File: src/nrpal_pkg.sv
// Shared types and constants for the nearest palette color matcher.
package nrpal_pkg;

  localparam int DEPTH_DEF = 64;     // default palette depth
  localparam int DEPTH_MAX_W = 9;    // holds any depth up to 256
  localparam int COLOR_W = 16;
  localparam int IDX_W = 6;
  localparam int LIMIT_W = 7;
  localparam int SQ_W = 2 * COLOR_W;
  localparam int DIST_W = SQ_W + 2;
  localparam int ENTRY_W = 3 * COLOR_W;

  // Distance 10 at 655.35 raw steps per unit, squared and truncated.
  localparam logic [DIST_W-1:0] CLOSE_ENOUGH = DIST_W'(42948362);

  localparam int APB_AW = 3;
  localparam int APB_DW = 32;

  // Register index codes, taken from paddr[2].
  localparam logic REG_SCAN_LIMIT = 1'b0;

  // Item kinds.
  localparam logic KIND_LOAD = 1'b0;
  localparam logic KIND_QUERY = 1'b1;

  typedef struct packed {
    logic wr;          // write one palette entry
    logic start;       // latch query color, clear best
    logic issue;       // read one entry into the distance pipe
    logic load_out;    // move result into the output register
    logic pass;        // result is a passthrough
  } ctl_cmd_t;

  typedef struct packed {
    logic busy;        // distance pipe holds entries
    logic hit;         // close-enough entry found
    logic out_free;    // output register can take a result
  } dp_sts_t;

endpackage

File: src/nrpal_if.sv
// Valid/ready channels for query and load beats and for result beats.
interface nrpal_in_if;
  logic                          valid;
  logic                          ready;
  logic                          kind;
  logic [nrpal_pkg::IDX_W-1:0]   entry_index;
  logic [nrpal_pkg::COLOR_W-1:0] red;
  logic [nrpal_pkg::COLOR_W-1:0] green;
  logic [nrpal_pkg::COLOR_W-1:0] blue;
  logic                          is_transparent;

  modport source (output valid, kind, entry_index, red, green, blue, is_transparent,
                  input ready);
  modport sink (input valid, kind, entry_index, red, green, blue, is_transparent,
                output ready);
endinterface

interface nrpal_out_if;
  logic                        valid;
  logic                        ready;
  logic [nrpal_pkg::IDX_W-1:0] match_index;
  logic                        substituted;

  modport source (output valid, match_index, substituted, input ready);
  modport sink (input valid, match_index, substituted, output ready);
endinterface

File: src/nrpal_ram.sv
// Generic single-write, single-read RAM with registered read data.
module nrpal_ram #(
  parameter int WIDTH = 48,
  parameter int DEPTH = 64,
  localparam int AW = (DEPTH > 1) ? $clog2(DEPTH) : 1
) (
  input  logic             clk,
  input  logic             we,
  input  logic [AW-1:0]    waddr,
  input  logic [WIDTH-1:0] wdata,
  input  logic             re,
  input  logic [AW-1:0]    raddr,
  output logic [WIDTH-1:0] rdata
);

  logic [WIDTH-1:0] mem_r [DEPTH];
  logic [WIDTH-1:0] rdata_r;

  always_ff @(posedge clk) begin
    if (we) begin
      mem_r[waddr] <= wdata;
    end
    if (re) begin
      rdata_r <= mem_r[raddr];
    end
  end

  assign rdata = rdata_r;

endmodule

File: src/nrpal_ctrl.sv
// Controller: accepts beats, sequences the palette scan, hands off results.
module nrpal_ctrl #(
  parameter int DEPTH = nrpal_pkg::DEPTH_DEF,
  localparam int AW = (DEPTH > 1) ? $clog2(DEPTH) : 1,
  localparam int LW = $clog2(DEPTH + 1)
) (
  input  logic                          clk,
  input  logic                          rst_n,
  input  logic                          in_valid,
  output logic                          in_ready,
  input  logic                          in_kind,
  input  logic [nrpal_pkg::IDX_W-1:0]   in_entry_index,
  input  logic                          in_is_transparent,
  input  logic [nrpal_pkg::LIMIT_W-1:0] scan_limit,
  input  nrpal_pkg::dp_sts_t            sts,
  output nrpal_pkg::ctl_cmd_t           cmd,
  output logic [AW-1:0]                 wr_addr,
  output logic [AW-1:0]                 rd_addr
);
  import nrpal_pkg::*;

  localparam logic [1:0] ST_IDLE = 2'd0;
  localparam logic [1:0] ST_SCAN = 2'd1;
  localparam logic [1:0] ST_FIN  = 2'd2;

  localparam int CW = (LW > LIMIT_W) ? LW : LIMIT_W;

  logic [1:0]             state_r, state_nxt;
  logic [LW-1:0]          cnt_r, cnt_nxt;
  logic [LW-1:0]          lim_r, lim_nxt;
  logic                   pass_r, pass_nxt;
  logic [DEPTH_MAX_W-1:0] slot_ext;
  logic                   slot_ok;
  logic [CW-1:0]          lim_ext;
  logic [CW-1:0]          depth_ext;
  logic [CW-1:0]          lim_sat;
  logic                   accept;
  logic                   scan_end;

  assign slot_ext  = {{(DEPTH_MAX_W - IDX_W){1'b0}}, in_entry_index};
  assign slot_ok   = (slot_ext < DEPTH_MAX_W'(DEPTH));
  assign wr_addr   = slot_ext[AW-1:0];
  assign rd_addr   = cnt_r[AW-1:0];

  assign lim_ext   = {{(CW - LIMIT_W){1'b0}}, scan_limit};
  assign depth_ext = CW'(DEPTH);
  assign lim_sat   = (lim_ext > depth_ext) ? depth_ext : lim_ext;

  assign in_ready  = (state_r == ST_IDLE);
  assign accept    = in_valid && in_ready;
  assign scan_end  = (sts.hit || (cnt_r == lim_r)) && !sts.busy;

  always_comb begin
    state_nxt = state_r;
    cnt_nxt   = cnt_r;
    lim_nxt   = lim_r;
    pass_nxt  = pass_r;
    cmd       = '0;
    case (state_r)
      ST_IDLE: begin
        if (accept) begin
          if (in_kind == KIND_LOAD) begin
            cmd.wr = slot_ok;
          end else begin
            cmd.start = 1'b1;
            cnt_nxt   = '0;
            lim_nxt   = lim_sat[LW-1:0];
            if (in_is_transparent || (scan_limit == '0)) begin
              pass_nxt  = 1'b1;
              state_nxt = ST_FIN;
            end else begin
              pass_nxt  = 1'b0;
              state_nxt = ST_SCAN;
            end
          end
        end
      end
      ST_SCAN: begin
        cmd.issue = !sts.hit && (cnt_r < lim_r);
        if (cmd.issue) begin
          cnt_nxt = cnt_r + LW'(1);
        end
        if (scan_end) begin
          state_nxt = ST_FIN;
        end
      end
      ST_FIN: begin
        if (sts.out_free) begin
          cmd.load_out = 1'b1;
          cmd.pass     = pass_r;
          state_nxt    = ST_IDLE;
        end
      end
      default: begin
        state_nxt = ST_IDLE;
      end
    endcase
  end

  always_ff @(posedge clk) begin
    if (!rst_n) begin
      state_r <= ST_IDLE;
      cnt_r   <= '0;
      lim_r   <= '0;
      pass_r  <= 1'b0;
    end else begin
      state_r <= state_nxt;
      cnt_r   <= cnt_nxt;
      lim_r   <= lim_nxt;
      pass_r  <= pass_nxt;
    end
  end

endmodule

File: src/nrpal_dp.sv
// Datapath: palette RAM, pipelined distance unit, best tracker, output register.
module nrpal_dp #(
  parameter int DEPTH = nrpal_pkg::DEPTH_DEF,
  localparam int AW = (DEPTH > 1) ? $clog2(DEPTH) : 1
) (
  input  logic                          clk,
  input  logic                          rst_n,
  input  nrpal_pkg::ctl_cmd_t           cmd,
  output nrpal_pkg::dp_sts_t            sts,
  input  logic [AW-1:0]                 wr_addr,
  input  logic [AW-1:0]                 rd_addr,
  input  logic [nrpal_pkg::COLOR_W-1:0] in_red,
  input  logic [nrpal_pkg::COLOR_W-1:0] in_green,
  input  logic [nrpal_pkg::COLOR_W-1:0] in_blue,
  output logic                          out_valid,
  input  logic                          out_ready,
  output logic [nrpal_pkg::IDX_W-1:0]   out_match_index,
  output logic                          out_substituted
);
  import nrpal_pkg::*;

  logic [ENTRY_W-1:0] rdata;
  logic [COLOR_W-1:0] pr, pg, pb;

  logic [COLOR_W-1:0] qr_r, qg_r, qb_r;

  logic               v1_r, v2_r, v3_r, v4_r;
  logic [AW-1:0]      idx1_r, idx2_r, idx3_r, idx4_r;
  logic [COLOR_W-1:0] dr_r, dg_r, db_r;
  logic [SQ_W-1:0]    sr_r, sg_r, sb_r;
  logic [DIST_W-1:0]  sum_r;

  logic [DIST_W-1:0]  best_r;
  logic [AW-1:0]      best_idx_r;
  logic               have_best_r;
  logic               hit_r;
  logic               better;

  logic                   out_valid_r;
  logic [IDX_W-1:0]       match_r;
  logic                   subst_r;
  logic [DEPTH_MAX_W-1:0] best_ext;

  nrpal_ram #(
    .WIDTH (ENTRY_W),
    .DEPTH (DEPTH)
  ) u_ram (
    .clk   (clk),
    .we    (cmd.wr),
    .waddr (wr_addr),
    .wdata ({in_red, in_green, in_blue}),
    .re    (cmd.issue),
    .raddr (rd_addr),
    .rdata (rdata)
  );

  assign pr = rdata[3*COLOR_W-1:2*COLOR_W];
  assign pg = rdata[2*COLOR_W-1:COLOR_W];
  assign pb = rdata[COLOR_W-1:0];

  // Hold the query color for the whole scan.
  always_ff @(posedge clk) begin
    if (cmd.start) begin
      qr_r <= in_red;
      qg_r <= in_green;
      qb_r <= in_blue;
    end
  end

  // Stage valids and index tags.
  always_ff @(posedge clk) begin
    if (!rst_n) begin
      v1_r <= 1'b0;
      v2_r <= 1'b0;
      v3_r <= 1'b0;
      v4_r <= 1'b0;
    end else begin
      v1_r <= cmd.issue;
      v2_r <= v1_r;
      v3_r <= v2_r;
      v4_r <= v3_r;
    end
  end

  always_ff @(posedge clk) begin
    idx1_r <= rd_addr;
    idx2_r <= idx1_r;
    idx3_r <= idx2_r;
    idx4_r <= idx3_r;
    // absolute channel differences
    dr_r <= (pr >= qr_r) ? (pr - qr_r) : (qr_r - pr);
    dg_r <= (pg >= qg_r) ? (pg - qg_r) : (qg_r - pg);
    db_r <= (pb >= qb_r) ? (pb - qb_r) : (qb_r - pb);
    // squares
    sr_r <= dr_r * dr_r;
    sg_r <= dg_r * dg_r;
    sb_r <= db_r * db_r;
    // distance
    sum_r <= DIST_W'(sr_r) + DIST_W'(sg_r) + DIST_W'(sb_r);
  end

  assign better = !have_best_r || (sum_r < best_r);

  // Keep the first strictly smaller distance; freeze after a close hit.
  always_ff @(posedge clk) begin
    if (!rst_n) begin
      have_best_r <= 1'b0;
      hit_r       <= 1'b0;
    end else if (cmd.start) begin
      have_best_r <= 1'b0;
      hit_r       <= 1'b0;
    end else if (v4_r && !hit_r && better) begin
      have_best_r <= 1'b1;
      hit_r       <= (sum_r <= CLOSE_ENOUGH);
    end
  end

  always_ff @(posedge clk) begin
    if (v4_r && !hit_r && better) begin
      best_r     <= sum_r;
      best_idx_r <= idx4_r;
    end
  end

  assign best_ext = {{(DEPTH_MAX_W - AW){1'b0}}, best_idx_r};

  always_ff @(posedge clk) begin
    if (!rst_n) begin
      out_valid_r <= 1'b0;
    end else if (cmd.load_out) begin
      out_valid_r <= 1'b1;
    end else if (out_ready) begin
      out_valid_r <= 1'b0;
    end
  end

  always_ff @(posedge clk) begin
    if (cmd.load_out) begin
      match_r <= cmd.pass ? '0 : best_ext[IDX_W-1:0];
      subst_r <= !cmd.pass;
    end
  end

  assign out_valid       = out_valid_r;
  assign out_match_index = match_r;
  assign out_substituted = subst_r;

  assign sts.busy     = v1_r || v2_r || v3_r || v4_r;
  assign sts.hit      = hit_r;
  assign sts.out_free = !out_valid_r || out_ready;

endmodule

File: src/nearest_palette_color.sv
// Top level of the nearest palette color matcher.
//
// Usage:
//   in_chan carries load and query beats. A load beat (kind 0) writes
//   red/green/blue into palette slot entry_index and returns nothing; a slot
//   at or beyond the palette depth is dropped. A query beat (kind 1) returns
//   one beat on out_chan with the index of the nearest palette entry (sum of
//   squared channel differences) over the first min(scan limit, depth)
//   entries, stopping at the first entry within the close-enough distance.
//   Transparent queries and scan limit 0 return substituted = 0, index 0.
//   The user writes the scan limit register over the APB port at address 0 only
//   while idle; the block itself does not enforce this. A load leaves the input
//   ready for the next beat. A query reads the entries of its scan, one per
//   cycle, into a four-stage distance pipe that drains before the result forms
//   (a close hit still reads up to four entries past it); the result then moves
//   into the output register and the input is freed as its beat appears. A
//   passthrough query skips the scan and waits only for a free output register.
// Reset clears control state and the scan limit; palette contents stay as they
// are and must be written before use. If the receiver stalls, the result holds
// in the output register; one more query scans, then the input stalls.
module nearest_palette_color #(
  parameter int PALETTE_DEPTH = nrpal_pkg::DEPTH_DEF
) (
  input  logic                         clk,
  input  logic                         rst_n,
  nrpal_in_if.sink                     in_chan,
  nrpal_out_if.source                  out_chan,
  input  logic                         psel,
  input  logic                         penable,
  input  logic                         pwrite,
  input  logic [nrpal_pkg::APB_AW-1:0] paddr,
  input  logic [nrpal_pkg::APB_DW-1:0] pwdata,
  output logic [nrpal_pkg::APB_DW-1:0] prdata,
  output logic                         pready
);
  import nrpal_pkg::*;

  localparam int AW = (PALETTE_DEPTH > 1) ? $clog2(PALETTE_DEPTH) : 1;

  logic [LIMIT_W-1:0] scan_limit_r;
  logic               reg_sel;
  ctl_cmd_t           cmd;
  dp_sts_t            sts;
  logic [AW-1:0]      wr_addr;
  logic [AW-1:0]      rd_addr;

  // APB register file: one register, written in the access phase.
  assign pready  = 1'b1;
  assign reg_sel = (paddr[2] == REG_SCAN_LIMIT);

  always_ff @(posedge clk) begin
    if (!rst_n) begin
      scan_limit_r <= '0;
    end else if (psel && penable && pwrite && reg_sel) begin
      scan_limit_r <= pwdata[LIMIT_W-1:0];
    end
  end

  assign prdata = reg_sel ? {{(APB_DW - LIMIT_W){1'b0}}, scan_limit_r} : '0;

  // Sequence accepts, scans and result hand-off.
  nrpal_ctrl #(
    .DEPTH (PALETTE_DEPTH)
  ) u_ctrl (
    .clk               (clk),
    .rst_n             (rst_n),
    .in_valid          (in_chan.valid),
    .in_ready          (in_chan.ready),
    .in_kind           (in_chan.kind),
    .in_entry_index    (in_chan.entry_index),
    .in_is_transparent (in_chan.is_transparent),
    .scan_limit        (scan_limit_r),
    .sts               (sts),
    .cmd               (cmd),
    .wr_addr           (wr_addr),
    .rd_addr           (rd_addr)
  );

  // Palette storage, distance pipe and output register.
  nrpal_dp #(
    .DEPTH (PALETTE_DEPTH)
  ) u_dp (
    .clk             (clk),
    .rst_n           (rst_n),
    .cmd             (cmd),
    .sts             (sts),
    .wr_addr         (wr_addr),
    .rd_addr         (rd_addr),
    .in_red          (in_chan.red),
    .in_green        (in_chan.green),
    .in_blue         (in_chan.blue),
    .out_valid       (out_chan.valid),
    .out_ready       (out_chan.ready),
    .out_match_index (out_chan.match_index),
    .out_substituted (out_chan.substituted)
  );

endmodule

File: src/flat_wrapper.sv
// flat-port wrapper written by rule: the top's interface ports become plain ports
module nearest_palette_color_flat import nrpal_pkg::*;
#(
  parameter int PALETTE_DEPTH = nrpal_pkg::DEPTH_DEF
)
  (clk, rst_n, psel, penable, pwrite, paddr, pwdata, prdata, pready, in_chan_valid, in_chan_kind, in_chan_entry_index, in_chan_red, in_chan_green, in_chan_blue, in_chan_is_transparent, in_chan_ready, out_chan_valid, out_chan_match_index, out_chan_substituted, out_chan_ready);
  nrpal_in_if in_chan_i ();
  nrpal_out_if out_chan_i ();
  input  logic clk;
  input  logic rst_n;
  input  logic psel;
  input  logic penable;
  input  logic pwrite;
  input  logic [nrpal_pkg::APB_AW-1:0] paddr;
  input  logic [nrpal_pkg::APB_DW-1:0] pwdata;
  output logic [nrpal_pkg::APB_DW-1:0] prdata;
  output logic pready;
  input wire logic [$bits(in_chan_i.valid)-1:0] in_chan_valid;
  input wire logic [$bits(in_chan_i.kind)-1:0] in_chan_kind;
  input wire logic [$bits(in_chan_i.entry_index)-1:0] in_chan_entry_index;
  input wire logic [$bits(in_chan_i.red)-1:0] in_chan_red;
  input wire logic [$bits(in_chan_i.green)-1:0] in_chan_green;
  input wire logic [$bits(in_chan_i.blue)-1:0] in_chan_blue;
  input wire logic [$bits(in_chan_i.is_transparent)-1:0] in_chan_is_transparent;
  output wire logic [$bits(in_chan_i.ready)-1:0] in_chan_ready;
  output wire logic [$bits(out_chan_i.valid)-1:0] out_chan_valid;
  output wire logic [$bits(out_chan_i.match_index)-1:0] out_chan_match_index;
  output wire logic [$bits(out_chan_i.substituted)-1:0] out_chan_substituted;
  input wire logic [$bits(out_chan_i.ready)-1:0] out_chan_ready;
  assign in_chan_i.valid = in_chan_valid;
  assign in_chan_i.kind = in_chan_kind;
  assign in_chan_i.entry_index = in_chan_entry_index;
  assign in_chan_i.red = in_chan_red;
  assign in_chan_i.green = in_chan_green;
  assign in_chan_i.blue = in_chan_blue;
  assign in_chan_i.is_transparent = in_chan_is_transparent;
  assign in_chan_ready = in_chan_i.ready;
  assign out_chan_valid = out_chan_i.valid;
  assign out_chan_match_index = out_chan_i.match_index;
  assign out_chan_substituted = out_chan_i.substituted;
  assign out_chan_i.ready = out_chan_ready;
  nearest_palette_color #(.PALETTE_DEPTH(PALETTE_DEPTH)) u_core (.clk(clk), .rst_n(rst_n), .in_chan(in_chan_i), .out_chan(out_chan_i), .psel(psel), .penable(penable), .pwrite(pwrite), .paddr(paddr), .pwdata(pwdata), .prdata(prdata), .pready(pready));
endmodule
File: config.mk
export PLATFORM = sky130hd
export DESIGN_NAME = nearest_palette_color_flat
export DESIGN_NICKNAME = d
export VERILOG_FILES = /design/src/nrpal_pkg.sv /design/src/nrpal_if.sv /design/src/nrpal_ram.sv /design/src/nrpal_ctrl.sv /design/src/nrpal_dp.sv /design/src/nearest_palette_color.sv /design/src/flat_wrapper.sv
export SDC_FILE = /design/constraint.sdc
export NUM_CORES = 2
export LEC_CHECK = 0
export BUFFER_PORTS_ARGS = -buffer_cell sky130_fd_sc_hd__buf_2
export CAP_MARGIN = 20
export CORE_MARGIN = 2
export CORE_UTILIZATION = 52
export DETAILED_ROUTE_END_ITERATION = 16
export MAX_ROUTING_LAYER = met4
export PLACE_DENSITY = 0.75
export SLEW_MARGIN = 20
export SYNTH_ARGS = -nofsm -noshare
export SYNTH_HDL_FRONTEND = slang
export SYNTH_SLANG_ARGS = --single-unit
File: constraint.sdc
create_clock -name clk -period 7.2 [get_ports clk]
set_clock_uncertainty 0.05 [all_clocks]
set_input_delay 1.44 -clock clk [delete_from_list [all_inputs] [get_ports clk]]
set_output_delay 1.44 -clock clk [all_outputs]
set_load 0.005 [all_outputs]
==> flow_metrics.tcl <==
set metrics [dict create \
    vias 82400 \
    max_slew.worst_pin.slew_ns 1.20 \
    yosys.area.top_type_share 0.619 \
    fillers 21200 \
    routedWlPerCell_um 30.6 \
    portBuffers 86 \
    drt_iter0_markers 11100 \
    rrSetupSlack_ns 0.34 \
    cts_buffers 342 \
    synth.distinct_cells 77 \
    grt_start_max_net_pins 132 \
    cts_max_path_buffers 4 \
    cts_tree "yes" \
    clkTransAtPathRegs_ns 0.06 \
    status "completed" \
    yosysTopAreaCell "edfxtp_1" \
    async_flop_share 0 \
    layout-drive-gt1-share 0.201 \
    synth-edff-count 3215 \
    mostFrequentLayoutCells "edfxtp_1 (3215), mux4_2 (972), inv_1 (909), fa_1 (524), ha_1 (464)" \
    nNetsFinal 9928 \
    htreeDepth 5 \
    grt_pass1_wl_mm 582 \
    viasPerCell 6.28 \
    rsz0062_at_grt "no" \
    max-cap-violations 0 \
    die_x_um 552 \
    yosys-top-cells-area "edfxtp_1 (62%), mux4_2 (14%), fa_1 (6.7%)" \
    coreArea_um2 299000 \
    ys.flop_type "edfxtp_1" \
    io_pins 140 \
    row_count 201 \
    final_common_cell "edfxtp_1" \
    area_delta_synth_final_pct 11.5 \
    finalCritPeriodShare 0.953 \
    critical_path_arrival_ns 7.60 \
    antenna_left 0 \
    fmax_mhz 146 \
    cts-root-buf "clkbuf_16" \
    cts_resized 0 \
    cts_hold_buf 0 \
    antenna_found_initial 32 \
    worstSkewPairLatency_ns 0.95 \
    wl_mm 402 \
    crit_fanout 13 \
    post-dp-hpwl_mm 222 \
    cp.required_ns 7.93 \
    yosysWarnings 0 \
    gp_congestion 0.879 \
    avgSynthCellArea_um2 18.2 \
    post_cts_buffers 0 \
    critical_path.endpoint_type "flip-flop" \
    crit_type "reg -> reg" \
    start_kind "flip-flop" \
    setup_tns_ns 0 \
    syn_area_um2 156000 \
    cts_sinks 3445 \
    finalHoldViolations 0 \
    period_minus_slack_ns 6.86 \
    timing.slew.headroom 0.178 \
    synth_seq_area_share 0.648 \
    setup_viol 0 \
    initial_core_util 0.522 \
    grt.overflow.total 0 \
    synthCells 8589 \
    drcViolationCount 0 \
    synth_seq_cells 3445 \
    grt_pass1_vias 83900 \
    drv_slew 0 \
    track_usage 0.274 \
    dieArea_um2 304000 \
    die_height_um 552 \
    first_pass_iters 6 \
    min_path_type "reg -> reg" \
]
stage by stage:
step                      area, µm²  setup WS, ns  hold WS (ns)  cells   util
after floorplan              156000         0.940         0.260   8616      -
after CTS                    174000         0.467         0.270  13100  0.581
after global routing         174000         0.113         0.281  13100  0.582
after detailed placement     162000         0.468         0.262  12500  0.543
after global placement       162000         0.536         0.261  12500  0.543
final                        174000         0.337         0.277  13100  0.582
state kept, by name, indices dropped and copies added (netlist names), 16 cells and up:
| register | cells |
|---|---|
| u_core.u_dp.u_ram.mem_r | 3072 |
| u_core.u_dp.u_ram.rdata | 48 |
| u_core.u_dp.best_r | 34 |
| u_core.u_dp.sum_r | 34 |
| u_core.u_dp.sb_r | 31 |
| u_core.u_dp.sg_r | 31 |
| u_core.u_dp.sr_r | 31 |
| u_core.u_dp.db_r | 16 |
| u_core.u_dp.dg_r | 16 |
| u_core.u_dp.dr_r | 16 |
| u_core.u_dp.qb_r | 16 |
| u_core.u_dp.qg_r | 16 |
| u_core.u_dp.qr_r | 16 |
cells by family (layout without fill, tap and decap cells):
kind of cell    count (synthesis)  count (layout)  synth area share
fa+ha+maj                     988             988             0.104
flops                        3445            3445             0.648
simple gates                  981             981            0.0311
mux                          1044            1044             0.145
buf+inv                      1279            1795            0.0327
compound gates                679             679            0.0286
other cells                     2              49         0.0000481
xor+xnor                      171             171           0.00960
worst max-delay path: stages, from the launching register on:
cell      delay [ns]
dfxtp_1         0.76
inv_1           0.32
nor2_1          0.24
ha_1            0.29
xor2_1          0.19
fa_1            0.55
inv_1           0.06
fa_1            0.49
fa_1            0.51
fa_1            0.49
inv_1           0.05
fa_1            0.47
inv_1           0.04
ha_1            0.35
o21a_1          0.24
o211ai_1        0.16
o22ai_1         0.20
a221o_1         0.39
a21oi_2         0.23
o21ai_1         0.13
a2111o_1        0.44
o311ai_1        0.10
synth_stat cells (28+ instances only):
library cell and instances:
a211oi_1 52, a21o_1 107, a21oi_1 213, and2_1 146, buf_2 97, buf_4 28
clkbuf_1 210, dfxtp_1 230, edfxtp_1 3215, fa_1 524, ha_1 464, inv_1 909
mux2i_1 65, mux4_2 972, nand2_1 324, nand2b_1 39, nand3_1 36, nor2_1 177
nor2b_1 101, nor3_1 38, o21a_1 33, o21ai_0 98, xnor2_1 113, xor2_1 58
per-layer routing:
metal,wire length (µm),up-vias,track usage,part of all wire
met3,43100,950,0.0561,0.11
met2,197000,5166,0.435,0.49
li1,-,33300,-,-
met1,145000,42900,0.354,0.36
met4,16800,0,0.101,0.042
met5,0,-,-,0
final timing paths:
path / startpoint / endpoint / depth (start not counted)
min: u_core.u_dp.idx3_r[4] / u_core.u_dp.idx4_r[4] / 0
max reg2reg: u_core.u_dp.db_r[12] / u_core.u_dp.sb_r[27] / 21
max: u_core.u_dp.db_r[12] / u_core.u_dp.sb_r[27] / 21
min reg2reg: u_core.u_dp.idx3_r[4] / u_core.u_dp.idx4_r[4] / 0
layout make-up:
class | count | area, µm² | share of cell area
multi-input combinational | 3892 | 50300 | 0.289
sequential | 3445 | 101000 | 0.582
timing repair buffer | 252 | 2740 | 0.0158
tap | 3958 | 4950 | 0.0285
inverter | 909 | 3410 | 0.0196
antenna | 20 | 50.0 | 0.000288
clock buffer | 421 | 9010 | 0.0518
clock inverter | 213 | 2270 | 0.0131
Power is left out: the tool's default activity adds up to more than one toggle a clock period on the data nets, which glitch-free logic cannot reach.
